`config.mk`:
```
export PLATFORM = sky130hd
export DESIGN_NAME = rmb_front
export DESIGN_NICKNAME = d
export VERILOG_FILES = /design/src/rtl/rmb_pkg.sv /design/src/rtl/rmb_front.sv
export SDC_FILE = /design/constraint.sdc
export NUM_CORES = 1
export LEC_CHECK = 0
export BUFFER_PORTS_ARGS = -buffer_cell sky130_fd_sc_hd__buf_2
export CORE_MARGIN = 3
export CORE_UTILIZATION = 56
export DETAILED_ROUTE_END_ITERATION = 8
export GPL_TIMING_DRIVEN = 0
export MAX_ROUTING_LAYER = met4
export PLACE_DENSITY = 0.81
export SLEW_MARGIN = 30
export SYNTH_ARGS = -nofsm -noshare
export SYNTH_HDL_FRONTEND = slang
export SYNTH_SLANG_ARGS = --single-unit
```
`constraint.sdc`:
```
create_clock -name clock -period 8.18 [get_ports clock]
set_clock_uncertainty 0.05 [all_clocks]
set_input_delay 1.636 -clock clock [delete_from_list [all_inputs] [get_ports clock]]
set_output_delay 1.636 -clock clock [all_outputs]
set_load 0.02 [all_outputs]
```
`src/rtl/rmb_pkg.sv`:
```
// ----------------------------------------------------------------------------
// rmb_pkg
// Shared types and codes of the multichannel rewind ring buffer.
// ----------------------------------------------------------------------------
package rmb_pkg;

   // Pointer and ring length widths (ring length is at most 4096)
   localparam int PTR_W = 12;
   localparam int LEN_W = 13;

   // Operation codes on the request channel
   localparam logic [2:0] OP_WRITE     = 3'd0;
   localparam logic [2:0] OP_READ      = 3'd1;
   localparam logic [2:0] OP_SEEK_RD   = 3'd2;
   localparam logic [2:0] OP_SEEK_WR   = 3'd3;
   localparam logic [2:0] OP_SEEK_FRAC = 3'd4;

   // Q1.16 one
   localparam logic [16:0] FRAC_ONE = 17'd65536;

   // Decoded command kinds
   typedef enum logic [2:0] {
      CMD_NOP,
      CMD_WRITE,
      CMD_READ,
      CMD_SEEK_RD,
      CMD_SEEK_WR,
      CMD_SEEK_FRAC
   } cmd_kind_type;

   typedef struct packed {
      logic [2:0]  op;
      logic        channel;
      logic [31:0] sample;
      logic        overwrite;
      logic [11:0] offset;
      logic [16:0] fraction;
      logic        burst_last;
   } req_type;

   typedef struct packed {
      logic [31:0] sample_out;
      logic        sample_valid;
      logic        write_accepted;
      logic [11:0] used_space;
      logic [11:0] free_space;
      logic [11:0] read_offset;
      logic        burst_end;
   } rsp_type;

   // Classified item as it sits in the queue
   typedef struct packed {
      cmd_kind_type kind;
      logic         bank;
      logic [31:0]  sample;
      logic         overwrite;
      logic [11:0]  offset;
      logic [16:0]  fraction;
      logic         burst_last;
   } cmd_type;

   // Queue status seen by the back end
   typedef struct packed {
      logic    valid;
      cmd_type cmd;
   } queue_head_type;

endpackage

```
`src/rtl/rmb_front.sv`:
```
// ----------------------------------------------------------------------------
// rmb_front
// Accepts request items, decodes the operation, saturates the fraction and
// holds the classified commands in a two-entry queue for the back end.
// ----------------------------------------------------------------------------
module rmb_front (
   input  logic                    clock,
   input  logic                    reset,
   input  logic                    req_valid,
   output logic                    req_ready,
   input  rmb_pkg::req_type        req_data,
   input  logic                    clear_busy,
   output rmb_pkg::queue_head_type head,
   input  logic                    cmd_pop
);

   localparam int QUEUE_DEPTH = 2;

   rmb_pkg::cmd_type queue_ff [QUEUE_DEPTH];
   rmb_pkg::cmd_type queue_in;
   logic             wr_ptr_ff, wr_ptr_in;
   logic             rd_ptr_ff, rd_ptr_in;
   logic [1:0]       count_ff, count_in;
   logic             push;
   rmb_pkg::cmd_type cmd_dec;

   // Decode one request into a command
   always_comb begin
      cmd_dec.bank       = req_data.channel;
      cmd_dec.sample     = req_data.sample;
      cmd_dec.overwrite  = req_data.overwrite;
      cmd_dec.offset     = req_data.offset;
      cmd_dec.burst_last = req_data.burst_last;
      cmd_dec.fraction   = (req_data.fraction > rmb_pkg::FRAC_ONE) ?
                           rmb_pkg::FRAC_ONE : req_data.fraction;
      case (req_data.op)
         rmb_pkg::OP_WRITE:     cmd_dec.kind = rmb_pkg::CMD_WRITE;
         rmb_pkg::OP_READ:      cmd_dec.kind = rmb_pkg::CMD_READ;
         rmb_pkg::OP_SEEK_RD:   cmd_dec.kind = rmb_pkg::CMD_SEEK_RD;
         rmb_pkg::OP_SEEK_WR:   cmd_dec.kind = rmb_pkg::CMD_SEEK_WR;
         rmb_pkg::OP_SEEK_FRAC: cmd_dec.kind = rmb_pkg::CMD_SEEK_FRAC;
         default:               cmd_dec.kind = rmb_pkg::CMD_NOP;
      endcase
   end

   // Queue control
   assign req_ready = !clear_busy && (count_ff != 2'(QUEUE_DEPTH));
   assign push      = req_valid && req_ready;
   assign queue_in  = cmd_dec;

   always_comb begin
      wr_ptr_in = wr_ptr_ff;
      rd_ptr_in = rd_ptr_ff;
      count_in  = count_ff;
      if (push) begin
         wr_ptr_in = !wr_ptr_ff;
      end
      if (cmd_pop) begin
         rd_ptr_in = !rd_ptr_ff;
      end
      case ({push, cmd_pop})
         2'b10:   count_in = count_ff + 2'd1;
         2'b01:   count_in = count_ff - 2'd1;
         default: count_in = count_ff;
      endcase
   end

   always_ff @(posedge clock) begin
      if (reset) begin
         wr_ptr_ff <= 1'b0;
         rd_ptr_ff <= 1'b0;
         count_ff  <= '0;
      end else begin
         wr_ptr_ff <= wr_ptr_in;
         rd_ptr_ff <= rd_ptr_in;
         count_ff  <= count_in;
      end
   end

   // Queue storage, no reset needed
   always_ff @(posedge clock) begin
      if (push) begin
         queue_ff[wr_ptr_ff] <= queue_in;
      end
   end

   assign head.valid = (count_ff != 2'd0);
   assign head.cmd   = queue_ff[rd_ptr_ff];

   // Checks
   a_count_bound: assert property (@(posedge clock) disable iff (reset)
      count_ff <= 2'(QUEUE_DEPTH))
      else $error("queue count overflow");

   a_pop_nonempty: assert property (@(posedge clock) disable iff (reset)
      cmd_pop |-> (count_ff != 2'd0))
      else $error("pop from empty queue");

   a_full_blocks: assert property (@(posedge clock) disable iff (reset)
      (count_ff == 2'(QUEUE_DEPTH)) |-> !req_ready)
      else $error("request taken while queue full");

endmodule

```
# Yosys cells after proc, flatten, opt, wreduce, memory -nomap -nowiden
# Memory sizes are Yosys's and may differ from the RTL's. A register that Yosys moved wholly into a read port is not among the register bits.
# Cells that the tools add are included.
# op_classes
n_reduce_logical	8
eq_ne	7
order_cmp	1
n_mux	7
add_sub_neg	2
# ops
cell	n
$gt A17 B17 Y1 const B	1
$mux W17	1
$pmux W3 S5	1
$eq A3 B2 Y1 const B	2
$mux W1	4
$pmux W2 S2	1
$reduce_bool A2 Y1	2
$eq A3 B1 Y1 const B	1
$eq A3 B3 Y1 const B	1
$logic_not A1 Y1	3
$logic_not A3 Y1	1
$add A2 B1 Y2 const B	1
$eq A2 B1 Y1 const B	1
$eq A2 B2 Y1 const B	1
$logic_and A1 B1 Y1	2
$ne A2 B2 Y1 const B	1
$sub A2 B1 Y2 const B	1
# word_totals
word_cells	29
ff_bits	4
in_bits	72
mem_count	1
mem_bits_rw	134
output_inout_bits	69
# mem_list
name	words	word_bits	read_ports	rd_ports_with_merged_regs	write_ports	line	source
queue_ff	2	67	1	1	1	rmb_front.sv:19	rmb_pkg::cmd_type queue_ff [QUEUE_DEPTH];

# Logic depth before layout (Yosys ltp)
# Gate-level depths: netlist of the first run.
# logic_depth
word_depth	5
ltp_mapped	6
mapped_depth_nobuf	6

# Least setup slack after synthesis of the first run
# Ideal clock, no wire load.
# synth_path
path_kind	input -> register
startpoint	input port clear_busy
endpoint	memory queue_ff[1][0] (netlist bit), enable pin
required_time_ps	7697
setup_time_ps	433
path_stages	2
n_path_buf	0
setup_slack_ps	4038
arrival_ps	3659
cell_sequence	nor2_1 and3_1
# synth_between
elab_chain_len	5
# synth_rtl
element	line	source
start: declaration	rmb_front.sv:12	input logic clear_busy,
$logic_not A1 Y1	rmb_front.sv:47	assign req_ready = !clear_busy && (count_ff != 2'(QUEUE_DEPTH));
$logic_and A1 B1 Y1	rmb_front.sv:47	
$logic_and A1 B1 Y1	rmb_front.sv:48	assign push = req_valid && req_ready;
$mux W1	rmb_front.sv:82	if (push) begin
$mux W1 (not written as such)	rmb_front.sv:83	queue_ff[wr_ptr_ff] <= queue_in;
end: declaration	rmb_front.sv:19	
# No other way between the ends.

# Worst setup path after layout of the first run
# layout_path
startpoint	input port clear_busy
endpoint	output port req_ready
# layout_between
elab_chain_len	2
# layout_rtl
element	line	source
$logic_not A1 Y1	rmb_front.sv:47	
$logic_and A1 B1 Y1	rmb_front.sv:47	
end: declaration	rmb_front.sv:10	output logic req_ready,
# No other way between the ends.

==> metrics.txt, run 1 <==
Post-Syn Area=0.005256 sq mm; Switching Fraction=0.2293; Int Power=roughly 0.0013 W; register area share after synthesis=0.7846; DR vias/cell=5.346; CTS clk-pin slew, worst paths=0.06 ns; CTS max path bufs=2; area leader, netlist=edfxtp_1; critical path arrival=2.09 ns; ANT cells=0; top-area cell type share of the netlist area=0.7655; register share of total power=0.479; Routed WL=~9.8 mm; peak supply drop=about 190 uV; Die Wd=between 100 and 150 microns; antenna violations before repair=0; first-pass GRT wire length=14.44 mm; M1 GR Usage=0.2251; Initial DRC Count=approximately 150; Finish-stage setup viols=0; Fmax achieved=between 200 and 300 MHz; top cells by count, synth=134 x edfxtp_1, 67 x mux2_2, 17 x nor2b_1, 6 x nor2_1, 5 x dfxtp_1; met3 Use GR=0.06360; share of layout cells above drive strength 1=0.5826; Netlist cell types=23; Area contributors post-synth=edfxtp_1 77%, mux2_2 14%, nor2b_1 2.0%, dfxtp_1 1.9%, nor4_2 0.95%; largest net degree at the start of global routing=48; cells along the critical path=buf_2 > nor2_1 > buf_2; routability cong.=0.7555; synthesis warning total=0; clock power share=0.405; Logic pwr share=0.116; Post-CTS Resized=0; Slew headroom=0.6979; drt pass-1 iters=4; crit path capture type=output pin; Fill cells=about 570; HPWL Detailed=around 6.6 mm; CP peak stage delay=0.19 ns; setup TNS=0 ns; most frequent cell after synthesis=edfxtp_1; grt total ovfl=0; Sink Count=between 100 and 150; PwrDens=257.9 mW/mm^2; Most used DFF post-synth=edfxtp_1; Seq cells post-synth=approximately 140; clk root buf=clkbuf_8; synthesized instance count=263; wire per inst=~18 microns; Std-Cell Rows=34; Slowest cell on crit path=buf_2; Initial Utilization=0.5884; Most Crowded Layer GR=met2; cell leakage power=2.522 nW; vias in the first global route=2902; CP startpoint kind=primary input; status=finished, final reports clean; hold crit path type=flip-flop to flip-flop; max-slew violation count=0; async set-reset flop share out of synthesis=0; Slew @ Worst Pin=0.4531 ns; placed inst area=around 0.0062 sq mm; Max FO, Critical Path=4; CTS tree=yes; sw power=0.0003962 W; Tot GR Track Use=0.1926; Setup Fix Bufs, Post-CTS=0; design area=~0.0067 sq mm; Inserted Clock Buffers=17; GR Util met2=0.3212; crit share post-route=0.4610; Worst Path Buf+Inv=2; via count=2908; minimum clock period=3.771 ns; clock network latency to the later pin of the worst-skew pair=approximately 0.50 ns; CP Class=primary input to output pin; RSZ-0062 raised after global routing=false; Synth Net Count=~340; endpoints failing hold=0; Core Box Area=approximately 0.0089 sq mm; CTS H-tree lvls=4; # nets final=about 500; Final ANT Viol Nets=0; Area Overhead vs Synth=27.49%; CP delay by family, top=buffers and inverters; Max Cap Viol=0; IO Pins=roughly 140; DRC viols=0; Worst EP required=6.49 ns; EDFF count, synth=between 100 and 150; CTS Hold Buffers Added=0; die span in y=a little over 100 microns; most frequent cell on the critical path=buf_2; Die ar.=0.01058 sq mm; Mapped Avg Cell Area=between 15 and 20 sq um; PortBufs=140
## worst paths after layout
kind | endpoint | slack, ns | depth (start not counted) | startpoint
setup / recovery | req_ready | 4.41 | 3 | clear_busy
hold / removal | wr_ptr_ff | 0.46 | 2 | wr_ptr_ff
setup reg to reg | queue_ff[0][36] | 6.28 | 4 | count_ff[0]
hold reg to reg | wr_ptr_ff | 0.46 | 2 | wr_ptr_ff
## stage by stage
| stage | power [W] | hold slack, ns | cells | utilization | worst slack (ns) |
|---|---|---|---|---|---|
| after floorplan | 0.0009669 | 0.4008 | 263 | - | 4.038 |
| after global placement | 0.001035 | 0.4172 | 511 | 0.6819 | 3.402 |
| after detailed placement | 0.001044 | 0.4458 | 513 | 0.6889 | 4.415 |
| after CTS | 0.001743 | 0.4585 | 544 | 0.7501 | 4.414 |
| after global routing | 0.001790 | 0.4919 | 544 | 0.7501 | 4.362 |
| final | 0.001728 | 0.4586 | 544 | 0.7501 | 4.409 |
## state kept, by name, summed over array words and instances (netlist names), named ones only
| signal | cells |
|---|---|
| rd_ptr_ff | 1 |
| count_ff | 2 |
| queue_ff | 134 |
| wr_ptr_ff | 1 |
## routing by layer
layer  wire length (microns)  up-vias
li1                        -     1350
met2                    5045      111
met3                     707       11
met1                    3946     1436
met5                       0        -
met4                      87        0
## cells in the final DEF, fill, tap and decap left out, drive strengths merged, types with 3 or more instances in the layout
cell    synthesis  final
inv             3      4
a21oi           3      3
mux2           67     67
nor4            4      4
buf             7    149
nor2b          17     17
edfxtp        134    134
nor2            6      6
xnor2           3      3
dfxtp           5      5
clkbuf          1     20
clkinv          0      7
## cell families after synthesis
family                   Yosys count  synth area share
flip-flops                       139            0.7846
XOR/XNOR                           4          0.006666
AO/OA/AOI/OAI                      7          0.009284
adder cells (fa/ha/maj)            1          0.002380
AND/OR/NAND/NOR                   34           0.04261
multiplexers                      67            0.1435
buffers and inverters             11           0.01095
## tightest hold or removal path: cells and delay by family, from the launching register on
kind / cells / cell delay [ns]
flops: 1 / 0.33
compound gates: 2 / 0.13
## power by group through the flow
stage / registers, W / clock network, W / logic [W]
3_5_place_dp: 0.000842 / 0 / 0.000202
2_1_floorplan: 0.000840 / 0 / 0.000126
6_report: 0.000827 / 0.000700 / 0.000201
4_1_cts: 0.000828 / 0.000711 / 0.000204
3_3_place_gp: 0.000843 / 0 / 0.000192
5_1_grt: 0.000830 / 0.000743 / 0.000217
## final cells by class
type,instances,area [sq um],area share
Tap cell,108,135.1,0.02016
Inverter,3,13.76,0.002054
Clock buffer,19,421.7,0.06292
Sequential cell,139,4124,0.6154
Timing Repair Buffer,142,755.7,0.1128
Multi-Input combinational cell,113,1080,0.1611
Clock inverter,12,125.1,0.01867
Buffer,8,46.29,0.006908
No activity file was read; power rests on OpenSTA's default activity.
==> run 2, diff against run 1 <==
- ABC_AREA: default -> 1
- CORE_UTILIZATION: 56 -> 53
- PLACE_DENSITY: 0.81 -> 0.77
- clock period: 8.18 -> 3.5 ns (I/O delays scaled with it)
==> run 2 against run 1 <==
Design area grew 6.3%. Setup slack worse by 3.5 ns. Combinational power increased by 140%. Synthesized cell count rose by 13%. Synthesized area grew 4.1%. Sequential power increased by 130%. Critical path type is now flip-flop to output pin. Critical endpoint is now head[45].
==> metrics.txt, run 2 <==
WHS Endpoint=queue_ff[1][24]; area of the multi-input gates=~0.0012 sq mm; most frequent cells in the layout=144 x buf_2, 134 x edfxtp_1, 37 x mux2_2; cell leakage power=roughly 2.8 nW; Initial DRC Count=~120; via count=roughly 3000; grt total ovfl=0; share of layout cells above drive strength 1=0.5669; Synth Net Count=369; Area Overhead vs Synth=30.13%; Netlist cell types=22; Register-to-Register Path Depth=6; CP Class=flip-flop to output pin; mux cell area share after synthesis=0.1584; Layout Utilization=0.7187; Slowest cell on crit path=dfxtp_1; Post-CTS Resized=0; CTS Hold Buffers Added=0; IO Pins=~140; FF/Latch Area=around 0.0041 sq mm; Core Box Area=0.009910 sq mm; Setup Fix Bufs, Post-CTS=0; register area share after synthesis=0.7535; largest net degree at the start of global routing=35; Max FO, Critical Path=10; max-slew violation count=0; top cells by count, synth=134 x edfxtp_1, 37 x mux2_2, 30 x mux2_4, 23 x inv_1, 17 x nor2_1; async set-reset flop share out of synthesis=0; DRC viols=0; CTS H-tree lvls=4; Finish-stage setup viols=0; # nets final=531; EDFF count, synth=approximately 130; top-area cell type share of the netlist area=0.7353; CP startpoint kind=flip-flop; most frequent cell after synthesis=edfxtp_1; hold crit path type=primary input to flip-flop; Synth Area in Adders=0.002286; DR vias/cell=5.013; antenna violations before repair=0; Most used DFF post-synth=edfxtp_1; Die ar.=between 0.01 and 0.015 sq mm; drt pass-1 iters=4; Die Wd=107.6 microns; Final ANT Viol Nets=0; Routed WL=~10 mm; first-pass GRT wire length=15.45 mm; Initial Utilization=0.5523; status=finished, final reports clean; Seq cells post-synth=between 100 and 150; PwrDens=slightly above 600 mW/mm^2; Sink Count=139; Largest regs=queue_ff: 134 flops, count_ff: 2 flops; Tot GR Track Use=0.1843; routability cong.=around 0.71; crit share post-route=0.7271; vias in the first global route=~3200; HPWL Detailed=6.926 mm; CP delay by family, top=buffers and inverters; synthesis warning total=0; peak supply drop=about 380 uV; Fmax achieved=~390 MHz; endpoints failing hold=0; RR Endpoint=queue_ff[0][52]; Area contributors post-synth=edfxtp_1 74%, mux2_4 8.2%, mux2_2 7.6%, dfxtp_1 1.8%, a21oi_2 1.6%; synthesized instance count=296; cells along the critical path=buf_4 > buf_6 > mux2_4 > buf_2; area share of and/or/nand/nor cells after synthesis=0.02332; hold path depth=1; area leader, netlist=edfxtp_1; RSZ-0062 raised after global routing=false; Fill cells=approximately 660; crit path capture type=output pin; Synth Area in Compound Gates=0.03018; CTS tree=yes; Max Cap Viol=0; max FFs per register=~130; commonest non-fill, non-tap cell in the layout=buf_2; Inserted Clock Buffers=17; CTS max path bufs=2; Worst Path Buf+Inv=3; ANT cells=0; minimum clock period=between 2 and 3 ns; Biggest register=queue_ff; Std-Cell Rows=36; Slew headroom=0.6420; die span in y=around 110 microns; clk root buf=clkbuf_8; HP Start=req_data[24]; CP peak stage delay=~0.37 ns; Layout Cells excl Fill=604; Mapped Avg Cell Area=around 18 sq um; clock network latency to the later pin of the worst-skew pair=about 0.49 ns; Worst EP required=around 2.8 ns; Post-Syn Area=0.005473 sq mm; XOR/XNOR Fraction of Synth Area=0.001600; worst reg2reg setup slack=1.48 ns; Slew @ Worst Pin=approximately 0.54 ns; CTS clk-pin slew, worst paths=~0.060 ns; critical path arrival=approximately 1.8 ns; PortBufs=139; RR Startpoint=count_ff[0]; Cells after DPL=roughly 570; main combinational cell family by area after synthesis=multiplexers; wire per inst=around 16 microns
==> run 2: cell types whose count changed after synthesis, moves of 4 or more <==
cell / previous run / this run
buf_6: 0 / 4
nor2b_1: 17 / 0
nand2_1: 2 / 9
a21oi_1: 3 / 10
mux2_4: 0 / 30
a21oi_2: 0 / 10
nor2_1: 6 / 17
mux2_2: 67 / 37
inv_1: 3 / 23
nor4_2: 4 / 0
==> run 2: final cells by class <==
cell class              instances  share of cell area
inverters                      23             0.01247
flip-flops and latches        139              0.5791
multi-input cells             123              0.1669
repair buffers                143              0.1121
well taps                     133             0.02337
clock buffers                  21             0.06448
plain buffers                  11             0.01142
clock inverters                11             0.03022
==> run 2: kinds of logic after synthesis <==
kind of cell,Yosys count
and+or+nand+nor,31
DFF,139
adders and majority gates,1
AOI/OAI and AO/OA,23
buffers and inverters,34
muxes,67
xor gates and xnor gates,1
==> run 2: per-stage QoR <==
step	instance area [sq um]	power (W)	worst slack [ns]	setup TNS, ns	hold WS [ns]
after detailed placement	6447	0.002451	1.171	0	0.4680
final	7122	0.004399	0.9550	0	0.3351
after global placement	6337	0.002421	-0.6811	-48.24	0.4441
after CTS	7122	0.004436	0.9019	0	0.3109
after floorplan	5475	0.002269	0.1456	0	0.4299
after global routing	7122	0.004559	0.8574	0	0.3086
==> run 2: metal layers <==
metal,GRT usage,vias to the layer above,wire length (microns)
li1,-,1431,-
met1,0.2189,1483,4009
met2,0.3082,107,5298
met3,0.05459,7,580
met4,0.05230,0,69
met5,-,-,0
==> run 2: worst max-delay path by stage <==
stage	start	end	slack (ns)	depth (start not counted)
after floorplan	clear_busy	queue_ff[0][0]	0.15	3
after global placement	clear_busy	queue_ff[0][59]	-0.68	4
after detailed placement	clear_busy	queue_ff[0][63]	1.17	6
after CTS	flip-flop	head[45]	0.90	4
after global routing	flip-flop	head[45]	0.86	4
final	flip-flop	head[45]	0.95	4
==> run 2: power by group <==
group,internal [W],switching [W]
combinational,0.000216,0.000272
clock,0.00136,0.000629
sequential,0.00190,0.0000207
==> run 3, diff against run 2 <==
- CORE_UTILIZATION: 53 -> 47
- PLACE_DENSITY: 0.77 -> 0.72
- clock period: 3.5 -> 2.3 ns (I/O delays scaled with it)
==> run 3 against run 2 <==
Hold slack worse by 0.14 ns. Cell count up 1.3%. Total power is 45% higher. Register-to-register slack worse by 1.2 ns. Die area increased by 12%. Sequential power increased by 53%. Critical path type unchanged. Critical endpoint is now head[39]. Largest cell class unchanged. Highest routed layer unchanged.
==> metrics.txt, run 3 (synthesized netlist as in run 2, its figures left out) <==
status=finished, final reports clean; setup TNS=0 ns; CP Class=flip-flop to output pin; CP delay by family, top=buffers and inverters; vias in the first global route=between 3000 and 4000; Max Cap Viol=0; most frequent cells in the layout=144 x buf_2, 134 x edfxtp_1, 37 x mux2_2; via count=~3000; Slew @ Worst Pin=about 0.53 ns; Routed WL=9.742 mm; Std-Cell Rows=38; grt total ovfl=0; commonest non-fill, non-tap cell in the layout=buf_2; hold crit path type=primary input to flip-flop; drt pass-1 iters=4; Initial DRC Count=about 130; PortBufs=roughly 140; minimum clock period=approximately 2.2 ns; HPWL Detailed=between 6 and 7 mm; ANT cells=0; max FFs per register=between 100 and 150; PwrDens=900.2 mW/mm^2; die span in y=between 100 and 150 microns; Final ANT Viol Nets=0; Largest regs=queue_ff: 134 flops, count_ff: 2 flops; Biggest register=queue_ff; hold slack=around 0.19 ns; CTS clk-pin slew, worst paths=about 0.060 ns; # nets final=approximately 530; critical path arrival=1.68 ns; crit path capture type=output pin; largest net degree at the start of global routing=29; Max FO, Critical Path=10; wire per inst=roughly 16 microns; CTS tree=yes; Die ar.=about 0.013 sq mm; antenna violations before repair=0; Setup Fix Bufs, Post-CTS=0; DR vias/cell=4.879; Area Overhead vs Synth=29.56%; Finish-stage setup viols=0; share of layout cells above drive strength 1=0.5678; routability cong.=about 0.73; cell leakage power=between 2 and 3 nW; CTS H-tree lvls=4; Initial Utilization=0.4919; peak supply drop=522.0 uV; CTS max path bufs=2; CP peak stage delay=~0.4 ns; Slowest cell on crit path=dfxtp_1; max-slew violation count=0; Die Wd=between 100 and 150 microns; RR Startpoint=count_ff[0]; Slew headroom=0.6462; Core Box Area=roughly 0.011 sq mm; Worst EP required=~1.8 ns; Worst Path Buf+Inv=3; clk root buf=clkbuf_16; Fmax achieved=457.2 MHz; cells along the critical path=buf_6 > buf_6 > mux2_4 > buf_2; crit share post-route=0.9509; clock network latency to the later pin of the worst-skew pair=0.40 ns; IO Pins=approximately 140; most frequent cell on the critical path=buf_6; HP Start=req_data[23]; Inserted Clock Buffers=17; endpoints failing hold=0; CP startpoint kind=flip-flop; DRC viols=0; Tot GR Track Use=0.1610; first-pass GRT wire length=approximately 15 mm; Sink Count=~140
-- run 3: cell count changes in the layout (fill, tap and decap cells not counted), moves of 2 or more --
cell / delta
inv_6: +3
clkbuf_8: -4
clkinv_4: +2
bufinv_16: -3
-- run 3: metrics by stage --
stage | power, W | worst slack (ns) | util | cells | instance area, sq um
final | 0.006383 | 0.1128 | 0.6373 | 612 | 7091
after floorplan | 0.003455 | 0.02866 | - | 296 | 5494
after global placement | 0.003688 | -0.5331 | 0.5721 | 575 | 6365
after detailed placement | 0.003735 | 0.2173 | 0.5831 | 580 | 6487
after CTS | 0.006462 | 0.01808 | 0.6370 | 612 | 7087
after global routing | 0.006639 | -0.008290 | 0.6373 | 612 | 7091
-- run 3: area by class of cell --
class | count | area, sq um
Sequential cell | 139 | 4124
Fill cell | 826 | 4035
Multi-Input combinational cell | 123 | 1199
Timing Repair Buffer | 144 | 818.3
Clock buffer | 18 | 429.2
Tap cell | 140 | 175.2
Clock inverter | 14 | 170.2
Inverter | 23 | 90.09
Buffer | 11 | 85.08
-- run 3: routing by layer --
layer	vias up	wire length (microns)	GRT usage
met5	-	0	-
met4	0	29	0.05067
met3	2	780	0.06101
met2	101	4809	0.2580
met1	1449	4122	0.1901
li1	1434	-	-
-- run 3: worst reg2reg max path, delay by kind of cell (launching register included) --
kind / cells / cell delay, ns
simple gates: 2 / 0.56
buf+inv: 3 / 0.53
compound gates: 1 / 0.16
flops: 1 / 0.37
-- run 3: timing repair --
action | in CTS | in global routing
hold buffers | 0 | 0
resized for setup | 0 | 1
endpoints found under the setup margin | 0 | 30
-- run 3: where the power goes --
group	internal, W	total [W]	switching [W]	leakage [nW]
registers	0.00290	0.00293	0.0000312	1.27
clock network	0.00171	0.00271	0.00100	0.285
logic	0.000334	0.000745	0.000411	1.23
-- run 3: path summary, 6_finish.rpt --
| kind | end | slack (ns) | depth (start not counted) |
|---|---|---|---|
| hold reg to reg | flip-flop | 0.48 | 2 |
| hold / removal | queue_ff[1][23] | 0.19 | 1 |
| setup / recovery | head[39] | 0.11 | 4 |
| setup reg to reg | queue_ff[0][65] | 0.33 | 6 |
